File: config.mk
export PLATFORM = sky130hd
export DESIGN_NAME = recursive_lattice_filter_flat
export DESIGN_NICKNAME = d
export VERILOG_FILES = /design/src/rtl/core/rlf_pkg.sv /design/src/rtl/core/rlf_if.sv /design/src/rtl/core/rlf_ram.sv /design/src/rtl/core/recursive_lattice_filter.sv /design/src/flat_wrapper.sv
export SDC_FILE = /design/constraint.sdc
export NUM_CORES = 2
export LEC_CHECK = 0
export ABC_AREA = 1
export BUFFER_PORTS_ARGS = -buffer_cell sky130_fd_sc_hd__buf_2
export CAP_MARGIN = 30
export CORE_MARGIN = 3
export CORE_UTILIZATION = 23
export CTS_BUF_LIST = sky130_fd_sc_hd__clkbuf_8
export CTS_CLUSTER_SIZE = 24
export DETAILED_ROUTE_END_ITERATION = 8
export GPL_TIMING_DRIVEN = 1
export MAX_ROUTING_LAYER = met4
export PLACE_DENSITY = 0.35
export SYNTH_ARGS = -nofsm -noshare
export SYNTH_HDL_FRONTEND = slang
export SYNTH_SLANG_ARGS = --single-unit
File: constraint.sdc
create_clock -name clk_i -period 7.2 [get_ports clk_i]
set_input_delay 1.44 -clock clk_i [delete_from_list [all_inputs] [get_ports clk_i]]
set_output_delay 1.44 -clock clk_i [all_outputs]
set_load 0.02 [all_outputs]
File: src/rtl/core/rlf_pkg.sv
// ----------------------------------------------------------------------------
// rlf_pkg
// Types, constants and fixed-point helpers for the recursive lattice filter.
// ----------------------------------------------------------------------------
package rlf_pkg;

  localparam int ORDER     = 8;   // lattice order, 1..8
  localparam int NCOEF     = 8;   // coefficient registers
  localparam int SMP_W     = 16;  // sample width
  localparam int COEF_W    = 16;  // Q1.15 coefficient width
  localparam int ACC_W     = 32;  // internal value width
  localparam int PROD_W    = COEF_W + ACC_W;
  localparam int RND_W     = PROD_W - 15;
  localparam int SUM_W     = RND_W + 1;
  localparam int CFG_IDX_W = 8;
  localparam int CI_W      = $clog2(NCOEF);
  localparam int ST_W      = (ORDER > 1) ? $clog2(ORDER) : 1;

  typedef logic signed [SMP_W-1:0]  smp_t;
  typedef logic signed [COEF_W-1:0] coef_t;
  typedef logic signed [ACC_W-1:0]  acc_t;
  typedef logic signed [PROD_W-1:0] prod_t;
  typedef logic signed [RND_W-1:0]  rnd_t;
  typedef logic signed [SUM_W-1:0]  sum_t;
  typedef logic [ST_W-1:0]          stg_t;
  typedef logic [CI_W-1:0]          cidx_t;

  typedef enum logic [2:0] {
    S_IDLE,
    S_FMUL,
    S_FADD,
    S_BMUL,
    S_BSUB,
    S_LAST
  } state_e;

  // shift right by 15, rounding half toward plus infinity
  function automatic rnd_t round_prod(prod_t p);
    prod_t tmp;
    tmp = p + prod_t'(16384);
    return tmp[PROD_W-1:15];
  endfunction

  function automatic acc_t sat_acc(sum_t v);
    acc_t res;
    if (v > sum_t'(32'sh7fff_ffff)) begin
      res = acc_t'(32'sh7fff_ffff);
    end else if (v < sum_t'(32'sh8000_0000)) begin
      res = acc_t'(32'sh8000_0000);
    end else begin
      res = v[ACC_W-1:0];
    end
    return res;
  endfunction

  function automatic smp_t sat_smp(acc_t v);
    smp_t res;
    if (v > acc_t'(32767)) begin
      res = smp_t'(16'sh7fff);
    end else if (v < acc_t'(-32768)) begin
      res = smp_t'(16'sh8000);
    end else begin
      res = v[SMP_W-1:0];
    end
    return res;
  endfunction

endpackage

File: src/rtl/core/rlf_if.sv
// ----------------------------------------------------------------------------
// rlf interfaces
// Valid/ready channels for samples in, samples out and register writes.
// ----------------------------------------------------------------------------
interface rlf_in_if import rlf_pkg::*; ();
  logic valid;
  logic ready;
  smp_t sample_in;

  modport source (output valid, output sample_in, input ready);
  modport sink (input valid, input sample_in, output ready);
endinterface

interface rlf_out_if import rlf_pkg::*; ();
  logic valid;
  logic ready;
  smp_t sample_out;

  modport source (output valid, output sample_out, input ready);
  modport sink (input valid, input sample_out, output ready);
endinterface

interface rlf_cfg_if import rlf_pkg::*; ();
  logic                 valid;
  logic                 ready;
  logic [CFG_IDX_W-1:0] index;
  logic [COEF_W-1:0]    data;

  modport source (output valid, output index, output data, input ready);
  modport sink (input valid, input index, input data, output ready);
endinterface

File: src/rtl/core/rlf_ram.sv
// ----------------------------------------------------------------------------
// rlf_ram
// Generic simple dual-port RAM, one write and one registered read port.
// ----------------------------------------------------------------------------
module rlf_ram #(
  parameter int WIDTH = 32,
  parameter int DEPTH = 8
) (
  input  logic                                      clk_i,
  input  logic                                      we_i,
  input  logic [((DEPTH > 1) ? $clog2(DEPTH) : 1)-1:0] waddr_i,
  input  logic [WIDTH-1:0]                          wdata_i,
  input  logic                                      re_i,
  input  logic [((DEPTH > 1) ? $clog2(DEPTH) : 1)-1:0] raddr_i,
  output logic [WIDTH-1:0]                          rdata_o
);

  logic [WIDTH-1:0] mem_q [DEPTH];
  logic [WIDTH-1:0] rdata_q;

  always_ff @(posedge clk_i) begin
    if (we_i) begin
      mem_q[waddr_i] <= wdata_i;
    end
    if (re_i) begin
      rdata_q <= mem_q[raddr_i];
    end
  end

  assign rdata_o = rdata_q;

endmodule

File: src/rtl/core/recursive_lattice_filter.sv
// ----------------------------------------------------------------------------
// recursive_lattice_filter
// All-pole lattice filter, fixed point, backward values held in a RAM.
// ----------------------------------------------------------------------------
// One sample word is taken at a time: a new sample word is accepted only
// in the idle state, after the result word of the last one has gone into
// the output register, which waits while the output side is stalled. All
// products go through the single shared 16x32 multiplier: each lattice
// stage runs a forward product and saturating add, then a backward product
// and saturating subtract whose result is written back to the backward-value
// RAM; the next stage's RAM read is issued during the backward product so it
// overlaps the subtract. The first stage has no backward product. Backward
// values read as zero after reset through a valid bit per entry, so no
// clearing pass is needed. Register writes are always accepted;
// coefficients are Q1.15 and only coef_0..coef_{ORDER-1} take effect.
// ----------------------------------------------------------------------------
module recursive_lattice_filter import rlf_pkg::*; (
  input  logic      clk_i,
  input  logic      rst_ni,
  rlf_cfg_if.sink   cfg_i,
  rlf_in_if.sink    in_i,
  rlf_out_if.source out_o
);

  localparam stg_t LAST_STG = stg_t'(ORDER - 1);

  state_e state_q, state_d;

  coef_t coef_q [NCOEF];
  stg_t  stg_q, stg_d;
  acc_t  f_q, f_d;
  acc_t  b_q, b_d;
  prod_t prod_q, prod_d;
  logic  [ORDER-1:0] vld_q;
  logic  rd_vld_q;
  logic  out_valid_q, out_valid_d;
  smp_t  out_data_q, out_data_d;

  logic  re, we;
  stg_t  raddr, waddr;
  acc_t  wdata;
  acc_t  rdata;
  acc_t  bval;
  cidx_t cidx;
  coef_t mul_a;
  acc_t  mul_b;
  prod_t mul_p;
  rnd_t  rnd;
  sum_t  fsum, bdiff;
  logic  out_load;

  // backward values b[1..ORDER] at addresses 0..ORDER-1
  rlf_ram #(
    .WIDTH (ACC_W),
    .DEPTH (ORDER)
  ) u_bram (
    .clk_i   (clk_i),
    .we_i    (we),
    .waddr_i (waddr),
    .wdata_i (wdata),
    .re_i    (re),
    .raddr_i (raddr),
    .rdata_o (rdata)
  );

  assign bval = rd_vld_q ? rdata : '0;

  // stage i uses c[ORDER-i]; the merged subtract cycle already multiplies for the next stage
  always_comb begin
    if (state_q == S_BSUB) begin
      cidx = cidx_t'(ORDER - 1) - cidx_t'(stg_q) - cidx_t'(1);
    end else begin
      cidx = cidx_t'(ORDER - 1) - cidx_t'(stg_q);
    end
  end

  assign mul_a = coef_q[cidx];
  assign mul_b = (state_q == S_BMUL) ? f_q : bval;
  assign mul_p = mul_a * mul_b;
  assign rnd   = round_prod(prod_q);
  assign fsum  = sum_t'(f_q) + sum_t'(rnd);
  assign bdiff = sum_t'(b_q) - sum_t'(rnd);

  assign out_load = (state_q == S_LAST) && (!out_valid_q || out_o.ready);

  assign in_i.ready  = (state_q == S_IDLE);
  assign cfg_i.ready = 1'b1;
  assign out_o.valid      = out_valid_q;
  assign out_o.sample_out = out_data_q;

  // next state
  always_comb begin
    state_d = state_q;
    case (state_q)
      S_IDLE: begin
        if (in_i.valid) begin
          state_d = S_FMUL;
        end
      end
      S_FMUL: state_d = S_FADD;
      S_FADD: begin
        if (stg_q == LAST_STG) begin
          state_d = (stg_q == '0) ? S_LAST : S_BMUL;
        end else if (stg_q == '0) begin
          state_d = S_FMUL;
        end else begin
          state_d = S_BMUL;
        end
      end
      S_BMUL: state_d = S_BSUB;
      S_BSUB: state_d = (stg_q == LAST_STG) ? S_LAST : S_FADD;
      S_LAST: begin
        if (out_load) begin
          state_d = S_IDLE;
        end
      end
      default: state_d = S_IDLE;
    endcase
  end

  // datapath and memory control
  always_comb begin
    stg_d       = stg_q;
    f_d         = f_q;
    b_d         = b_q;
    prod_d      = prod_q;
    re          = 1'b0;
    raddr       = stg_q + stg_t'(1);
    we          = 1'b0;
    waddr       = stg_q - stg_t'(1);
    wdata       = sat_acc(bdiff);
    out_valid_d = out_valid_q;
    out_data_d  = out_data_q;

    if (out_valid_q && out_o.ready) begin
      out_valid_d = 1'b0;
    end

    case (state_q)
      S_IDLE: begin
        if (in_i.valid) begin
          f_d   = acc_t'(in_i.sample_in);
          stg_d = '0;
          re    = 1'b1;
          raddr = '0;
        end
      end
      S_FMUL: begin
        prod_d = mul_p;
        b_d    = bval;
      end
      S_FADD: begin
        f_d = sat_acc(fsum);
        if (stg_q == '0 && stg_q != LAST_STG) begin
          re    = 1'b1;
          stg_d = stg_q + stg_t'(1);
        end
      end
      S_BMUL: begin
        prod_d = mul_p;
        if (stg_q != LAST_STG) begin
          re = 1'b1;
        end
      end
      S_BSUB: begin
        we = 1'b1;
        if (stg_q != LAST_STG) begin
          stg_d  = stg_q + stg_t'(1);
          prod_d = mul_p;
          b_d    = bval;
        end
      end
      S_LAST: begin
        we    = 1'b1;
        waddr = LAST_STG;
        wdata = f_q;
        if (out_load) begin
          out_valid_d = 1'b1;
          out_data_d  = sat_smp(f_q);
        end
      end
      default: ;
    endcase
  end

  always_ff @(posedge clk_i or negedge rst_ni) begin
    if (!rst_ni) begin
      state_q     <= S_IDLE;
      stg_q       <= '0;
      vld_q       <= '0;
      rd_vld_q    <= 1'b0;
      out_valid_q <= 1'b0;
      for (int k = 0; k < NCOEF; k++) begin
        coef_q[k] <= '0;
      end
    end else begin
      state_q     <= state_d;
      stg_q       <= stg_d;
      out_valid_q <= out_valid_d;
      if (we) begin
        vld_q[waddr] <= 1'b1;
      end
      if (re) begin
        rd_vld_q <= vld_q[raddr];
      end
      if (cfg_i.valid && cfg_i.index < CFG_IDX_W'(NCOEF)) begin
        coef_q[cfg_i.index[CI_W-1:0]] <= cfg_i.data;
      end
    end
  end

  always_ff @(posedge clk_i) begin
    f_q        <= f_d;
    b_q        <= b_d;
    prod_q     <= prod_d;
    out_data_q <= out_data_d;
  end

endmodule

File: src/flat_wrapper.sv
// flat-port wrapper written by rule: the top's interface ports become plain ports
module recursive_lattice_filter_flat import rlf_pkg::*;
  (clk_i, rst_ni, cfg_i_valid, cfg_i_index, cfg_i_data, cfg_i_ready, in_i_valid, in_i_sample_in, in_i_ready, out_o_valid, out_o_sample_out, out_o_ready);
  rlf_cfg_if cfg_i_i ();
  rlf_in_if in_i_i ();
  rlf_out_if out_o_i ();
  input  logic clk_i;
  input  logic rst_ni;
  input wire logic [$bits(cfg_i_i.valid)-1:0] cfg_i_valid;
  input wire logic [$bits(cfg_i_i.index)-1:0] cfg_i_index;
  input wire logic [$bits(cfg_i_i.data)-1:0] cfg_i_data;
  output wire logic [$bits(cfg_i_i.ready)-1:0] cfg_i_ready;
  input wire logic [$bits(in_i_i.valid)-1:0] in_i_valid;
  input wire logic [$bits(in_i_i.sample_in)-1:0] in_i_sample_in;
  output wire logic [$bits(in_i_i.ready)-1:0] in_i_ready;
  output wire logic [$bits(out_o_i.valid)-1:0] out_o_valid;
  output wire logic [$bits(out_o_i.sample_out)-1:0] out_o_sample_out;
  input wire logic [$bits(out_o_i.ready)-1:0] out_o_ready;
  assign cfg_i_i.valid = cfg_i_valid;
  assign cfg_i_i.index = cfg_i_index;
  assign cfg_i_i.data = cfg_i_data;
  assign cfg_i_ready = cfg_i_i.ready;
  assign in_i_i.valid = in_i_valid;
  assign in_i_i.sample_in = in_i_sample_in;
  assign in_i_ready = in_i_i.ready;
  assign out_o_valid = out_o_i.valid;
  assign out_o_sample_out = out_o_i.sample_out;
  assign out_o_i.ready = out_o_ready;
  recursive_lattice_filter u_core (.clk_i(clk_i), .rst_ni(rst_ni), .cfg_i(cfg_i_i), .in_i(in_i_i), .out_o(out_o_i));
endmodule
Word level (Yosys, flattened, before mapping)
Memory sizes are Yosys's and may differ from the RTL's. A register that Yosys moved wholly into a read port is not among the register bits.
Cells that the tools add are included.

storage, ports and cells
  register bits = 272
  memories = 1
  input port bits = 45
  memory bits (writable) = 256

operators by class
  reductions and logical operators = 22
  mux-type cells = 49
  bitwise logic cells = 3
  equal/unequal tests = 11
  add/sub/neg operators = 7
  magnitude comparators = 13
  $mul = 1

memory list
  name                 depth  bits a word  read ports  clocked after Yosys merged registers in  wr ports  RTL line       text
  u_core.u_bram.mem_q  8      32           1           1                                        1         rlf_ram.sv:18  logic [WIDTH-1:0] mem_q [DEPTH];

operators by type and width
  kind                                                   number
  two-way mux 32 bit                                     9
  bitwise mux 128 bit                                    1
  one-hot mux 32 bit (2 select lines)                    2
  one-hot mux 48 bit (2 select lines)                    1
  > comparator 34 x 32 -> 1 bit (second input constant)  2
  < comparator 34 x 32 -> 1 bit (second input constant)  2
  two-way mux 16 bit                                     4
  adder 48 x 16 -> 48 bit (second input constant)        1
  binary-select mux 16 bit (select 3 bit)                1
  demux 16 bit (select 3 bit)                            1
  multiplier 16 x 32 -> 48 bit                           1
  two-way mux 48 bit                                     1
  two-way mux 3 bit                                      12
  adder 32 x 33 -> 34 bit                                1
  subtractor 32 x 33 -> 34 bit                           1
  > comparator 32 x 16 -> 1 bit (second input constant)  1
  < comparator 32 x 16 -> 1 bit (second input constant)  1
  one-hot mux 3 bit (6 select lines)                     1
  two-way mux 1 bit                                      11
  AND reduction 2 bit                                    5
  == test 3 bit (second input constant)                  3
  one-hot mux 3 bit (3 select lines)                     1
  >= comparator 4 bit (second input constant)            2
  < comparator 3 x 4 -> 1 bit (second input constant)    2
  25 further kinds                                       39

Depth between registers and ports, before layout
  word-level depth = 10
  mapped depth = 40
  depth with buffers taken out = 36

Hierarchy
From an unflattened synthesis, not the netlist that was laid out.

second synthesis, totals
  cell total of the unflattened synthesis = 5469
  area, all modules = 46415.8 um^2

by module, submodules not included
  module                    cells an instance  sequential area each (um^2)  times used  area each (um^2)
  recursive_lattice_filter  4313               7026.7                       1           34222.8
  rlf_ram                   1156               8648.3                       1           12192.9

Worst setup path after synthesis
No wires, ideal clock.

  kind = register to register
  start point = reg u_core.stg_q[0]
  end point = reg u_core.prod_q[47] (data pin)
  clock period less this slack = 7.338 ns
  slack = -0.138 ns
  arrival = 7.086 ns
  buffers on the path = 4
  stages on the path, launching flop included = 32
  cell sequence = dfrtp_1 buf_2 inv_1 ha_1 inv_1 o21ai_1 buf_2 buf_4 buf_2 a21oi_1 a32o_1 nand2_1 o21ai_2 inv_1 nand2_1 fa_1 inv_1 fa_1 fa_1 fa_1 fa_1 fa_1 ha_1 a21oi_1 inv_1 nor2_1 a21boi_0 o2bb2ai_1 a2111oi_0 nand2_1 nand2_1 nand2_1

on the way
  word-level cells in the longest chain between the ends = 10

RTL lines
  item                                                        RTL line                                                        text
  start: declaration                                          recursive_lattice_filter.sv:30                                  stg_t stg_q, stg_d;
  start signal: assignment                                    recursive_lattice_filter.sv:198                                 stg_q <= stg_d;
  subtractor 3 bit (*)                                        recursive_lattice_filter.sv:71, recursive_lattice_filter.sv:73
  subtractor 3 x 1 -> 3 bit                                   recursive_lattice_filter.sv:71                                  cidx = cidx_t'(ORDER - 1) - cidx_t'(stg_q) - cidx_t'(1);
  two-way mux 3 bit (*)                                       recursive_lattice_filter.sv:70                                  if (state_q == S_BSUB) begin
  NOT 3 -> 4 bit (not written as such) (*)                    recursive_lattice_filter.sv:77                                  assign mul_a = coef_q[cidx];
  binary-select mux 16 bit (select 3 bit) (*)                 recursive_lattice_filter.sv:77
  two-way mux 16 bit (not written as such) (*) (2 in series)  recursive_lattice_filter.sv:77
  multiplier 16 x 32 -> 48 bit (*)                            recursive_lattice_filter.sv:79                                  assign mul_p = mul_a * mul_b;
  via u_core.mul_p[47]                                        recursive_lattice_filter.sv:47                                  prod_t mul_p;
  two-way mux 48 bit                                          recursive_lattice_filter.sv:167                                 if (stg_q != LAST_STG) begin
  one-hot mux 48 bit (2 select lines) (*)                     recursive_lattice_filter.sv:139                                 case (state_q)
  end signal: assignment                                      recursive_lattice_filter.sv:215                                 prod_q <= prod_d;
  end: declaration                                            recursive_lattice_filter.sv:33                                  prod_t prod_q, prod_d;

Mark *: on every way through the listed nets, which the timed path passes. The rest lies on a longest branch. The select of a mux whose other input is x is not followed.
A chain may end at the register's enable or synchronous reset.

Final worst setup path
  start point = reg u_core.state_q[1]
  end point = reg u_core.prod_q[24] (data pin)

on the way
  word-level cells in the longest chain between the ends = 9
  elaborated cells between the ends (all ways) = 13
  those cells by class = mul (1); eq/ne (3); mux (7); bitwise (1); reduce/logical (1)

RTL lines
  item                                                    RTL line                         text
  start: declaration                                      recursive_lattice_filter.sv:27   state_e state_q, state_d;
  start signal: assignment                                recursive_lattice_filter.sv:197  state_q <= state_d;
  == test 3 bit                                           recursive_lattice_filter.sv:70
  two-way mux 3 bit                                       recursive_lattice_filter.sv:70
  NOT 3 -> 4 bit (not written as such)                    recursive_lattice_filter.sv:77
  binary-select mux 16 bit (select 3 bit)                 recursive_lattice_filter.sv:77
  two-way mux 16 bit (not written as such) (2 in series)  recursive_lattice_filter.sv:77
  multiplier 16 x 32 -> 48 bit (*)                        recursive_lattice_filter.sv:79
  via u_core.mul_p[24]                                    recursive_lattice_filter.sv:47
  two-way mux 48 bit                                      recursive_lattice_filter.sv:167
  one-hot mux 48 bit (2 select lines) (*)                 recursive_lattice_filter.sv:139

Marked as above.

==> out/qor.txt <==
WP data required -> 7.82 ns
Cell Count, Final, Fillers Out -> 8297
DR WL/cell -> 21.58 um
vias in the first global route -> 38036
most used cell, CP -> fa_1
vias per cell -> 4.393
Finished Core Util -> 30.26%
die area -> 200400 sq um
Die Wd -> 447.6 um
Avg Cell Area, Syn -> 8.944 sq um
EDFF count, synth -> 402
Cells after Synth -> 5016
Min-Delay Path Class -> reg -> reg
Yosys cell types -> 58
Ys Warns -> 0
sequential cell area fraction in the yosys report -> 34.94%
Critical Path Fanout Max -> 8
CP endpoint kind -> flop
DR pass1 iterations -> 6
failing checks -> setup timing
ys async rst share -> 26.37%
Hold Fails Final Rpt -> 0
clk_skew -> 0.06635 ns
min cycle time layout -> 7.337 ns
Hold WS -> 0.4596 ns
fillers -> 20551
Rel. slew slack -> 33.45%
Syn Nets -> 5730
initial antenna violation count -> 3
TritonCTS sink count -> 546
Tcrit/Tclk final -> 101.9%
#FFs+latches synth -> 546
global-route usage over all layers -> 18.26%
Area growth, synth to finish -> 30.31%
Starting Density -> 23.22%
Worst Setup Slack, final -> -0.1370 ns
Core Region -> 193200 sq um
main flop type after synthesis -> edfxtp_1
IO Count -> 64
Mapped Area -> 44860 sq um
CTS Buf Count -> 109
Remaining Overflow, GRT -> 0
GP Congestion -> 0.8986
layout cells sized above 1 -> 23.40%
Slew Viols, Final -> 0
total number of H-tree levels -> 3
# port buffers -> 62
worst slew pin tran -> 0.9982 ns
Final ANT Viol Nets -> 0
drt drc -> 0
cts hold-fix bufs -> 0
root buf cell -> clkbuf_8
HPWL after DPL -> 138300 um
pre-CTS setup slack -> -1.120 ns
count of final setup violators -> 19
clk buf depth -> 3
post-synth top area share -> 26.91%
dominant cells by area after synthesis -> edfxtp_1 27%, fa_1 22%, dfrtp_1 8.0%
Worst Setup Start Kind -> flop
Inst Count DP -> 7996
num rows -> 161
outcome -> finished, violations left
kind of critical path -> reg -> reg
clk slew on worst S/H paths -> 0.06 ns
detailed-route via count -> 36448
CP max-delay cell -> fa_1
RSZ-0062 raised after global routing -> true
cell taking the most area after synthesis -> edfxtp_1
Max Freq -> 136.3 MHz
first-pass GRT wire length -> 261400 um
arrival time at the worst endpoint -> 7.96 ns
Max Cap Viol -> 0
largest net degree at the start of global routing -> 133
die outline height -> 447.6 um
final wirelength -> 179100 um
Post-layout nets -> 6392
first-iteration detailed-routing DRC count -> 2250
clk_lat worst skew -> 0.88 ns
CTS tree -> yes
delay of the slowest cell on the worst path -> 0.59 ns
[sequential cells by signal, summed over array words and instances, names as in the netlist, 8 cells and up]
signal	cells
u_core.coef_q	128
u_core.vld_q	8
u_core.prod_q	34
u_core.b_q	32
u_core.u_bram.mem_q	256
u_core.f_q	32
u_core.u_bram.rdata_o	32
u_core.out_o.sample_out	16
[metrics by stage]
step	cell area, sq um	setup TNS, ns
3_3_place_gp	52740	-24.62
5_1_grt	58460	-7.846
4_1_cts	56030	-2.894
6_report	58460	-1.226
2_1_floorplan	44870	0
3_5_place_dp	52840	-25.56
[logic make-up (layout without fill, tap and decap cells)]
| family | Yosys count | count (layout) | share of synthesized area [%] |
|---|---|---|---|
| other cells | 1 | 3 | 0.008359 |
| flops | 546 | 546 | 34.94 |
| compound gates | 834 | 834 | 10.89 |
| fa+ha+maj | 669 | 669 | 26.81 |
| buf+inv | 1111 | 1864 | 9.608 |
| xor+xnor | 118 | 118 | 2.304 |
| mux | 1 | 1 | 0.02231 |
| simple gates | 1736 | 1736 | 15.42 |
[repair_timing]
item	in CTS	in global routing
gates cloned	2	12
setup buffers	12	74
resized for setup	155	409
pin swaps	26	115
endpoints found under the hold margin	0	0
setup endpoints to repair	34	34
[layout make-up]
cell class / count / area [sq um] / share of cell area [%]
Sequential cell: 546 / 15680 / 26.81
Multi-Input combinational cell: 3359 / 26780 / 45.81
Inverter: 920 / 3522 / 6.025
Clock inverter: 86 / 752.0 / 1.286
Tap cell: 2526 / 3161 / 5.406
Clock buffer: 116 / 1597 / 2.731
Timing Repair Buffer: 742 / 6967 / 11.92
Antenna cell: 2 / 5.005 / 0.008561
[critical path: cells and delay by family (launching register included)]
family                   cells  cell delay [ns]
buffers and inverters       12             1.21
AND/OR/NAND/NOR              5             0.56
XOR/XNOR                     1             0.18
adder cells (fa/ha/maj)      7             3.32
flip-flops                   1             0.40
AO/OA/AOI/OAI                8             1.38
[cell usage after synthesis, drive strengths merged, types with 34 or more instances]
master,number
nand2,967
inv,916
nor2,583
fa,487
edfxtp,402
o21ai,340
a21oi,256
ha,182
dfrtp,144
clkbuf,117
xor2,84
buf,74
nand3,70
a31oi,51
o21bai,42
o211ai,38
or2,37
xnor2,34
[cells in the final DEF, fill, tap and decap left out, drive strengths merged, types with 8 or more instances in the layout]
cell	n
bufinv	13
xnor2	34
a31oi	51
a32o	26
nand4	18
inv	956
nor3	31
nand2	967
clkbuf	126
edfxtp	402
buf	731
clkinv	34
o21bai	42
xor2	84
dfrtp	144
nor2	583
or2	37
nor4	21
o32ai	32
o21a	8
a21o	10
a21oi	256
nand3	70
fa	487
o211ai	38
o21ai	340
ha	182
[layer usage]
metal / track usage (%) / wire [um]
met1: 23.99 / 82840
met2: 30.26 / 86150
met3: 1.816 / 5405
met4: 4.496 / 4697
met5: - / 0
[final timing paths]
check	startpoint	endpoint	slack, ns	cells after the start
max reg2reg	u_core.state_q[1]$_DFFE_PN0P_	u_core.prod_q[24]$_DFFE_PP_	-0.14	33
min	u_core.vld_q[5]$_DFFE_PN0N_	u_core.vld_q[5]$_DFFE_PN0N_	0.46	2
max in group asynchronous	rst_ni	u_core.coef_q[41]$_DFFE_PN0P_	5.38	3
max	u_core.state_q[1]$_DFFE_PN0P_	u_core.prod_q[24]$_DFFE_PP_	-0.14	33
min reg2reg	u_core.vld_q[5]$_DFFE_PN0N_	u_core.vld_q[5]$_DFFE_PN0N_	0.46	2
min in group asynchronous	rst_ni	u_core.coef_q[93]$_DFFE_PN0P_	0.67	1
Power is left out: the tool's default activity adds up to more than one toggle a clock period on the data nets, which glitch-free logic cannot reach.
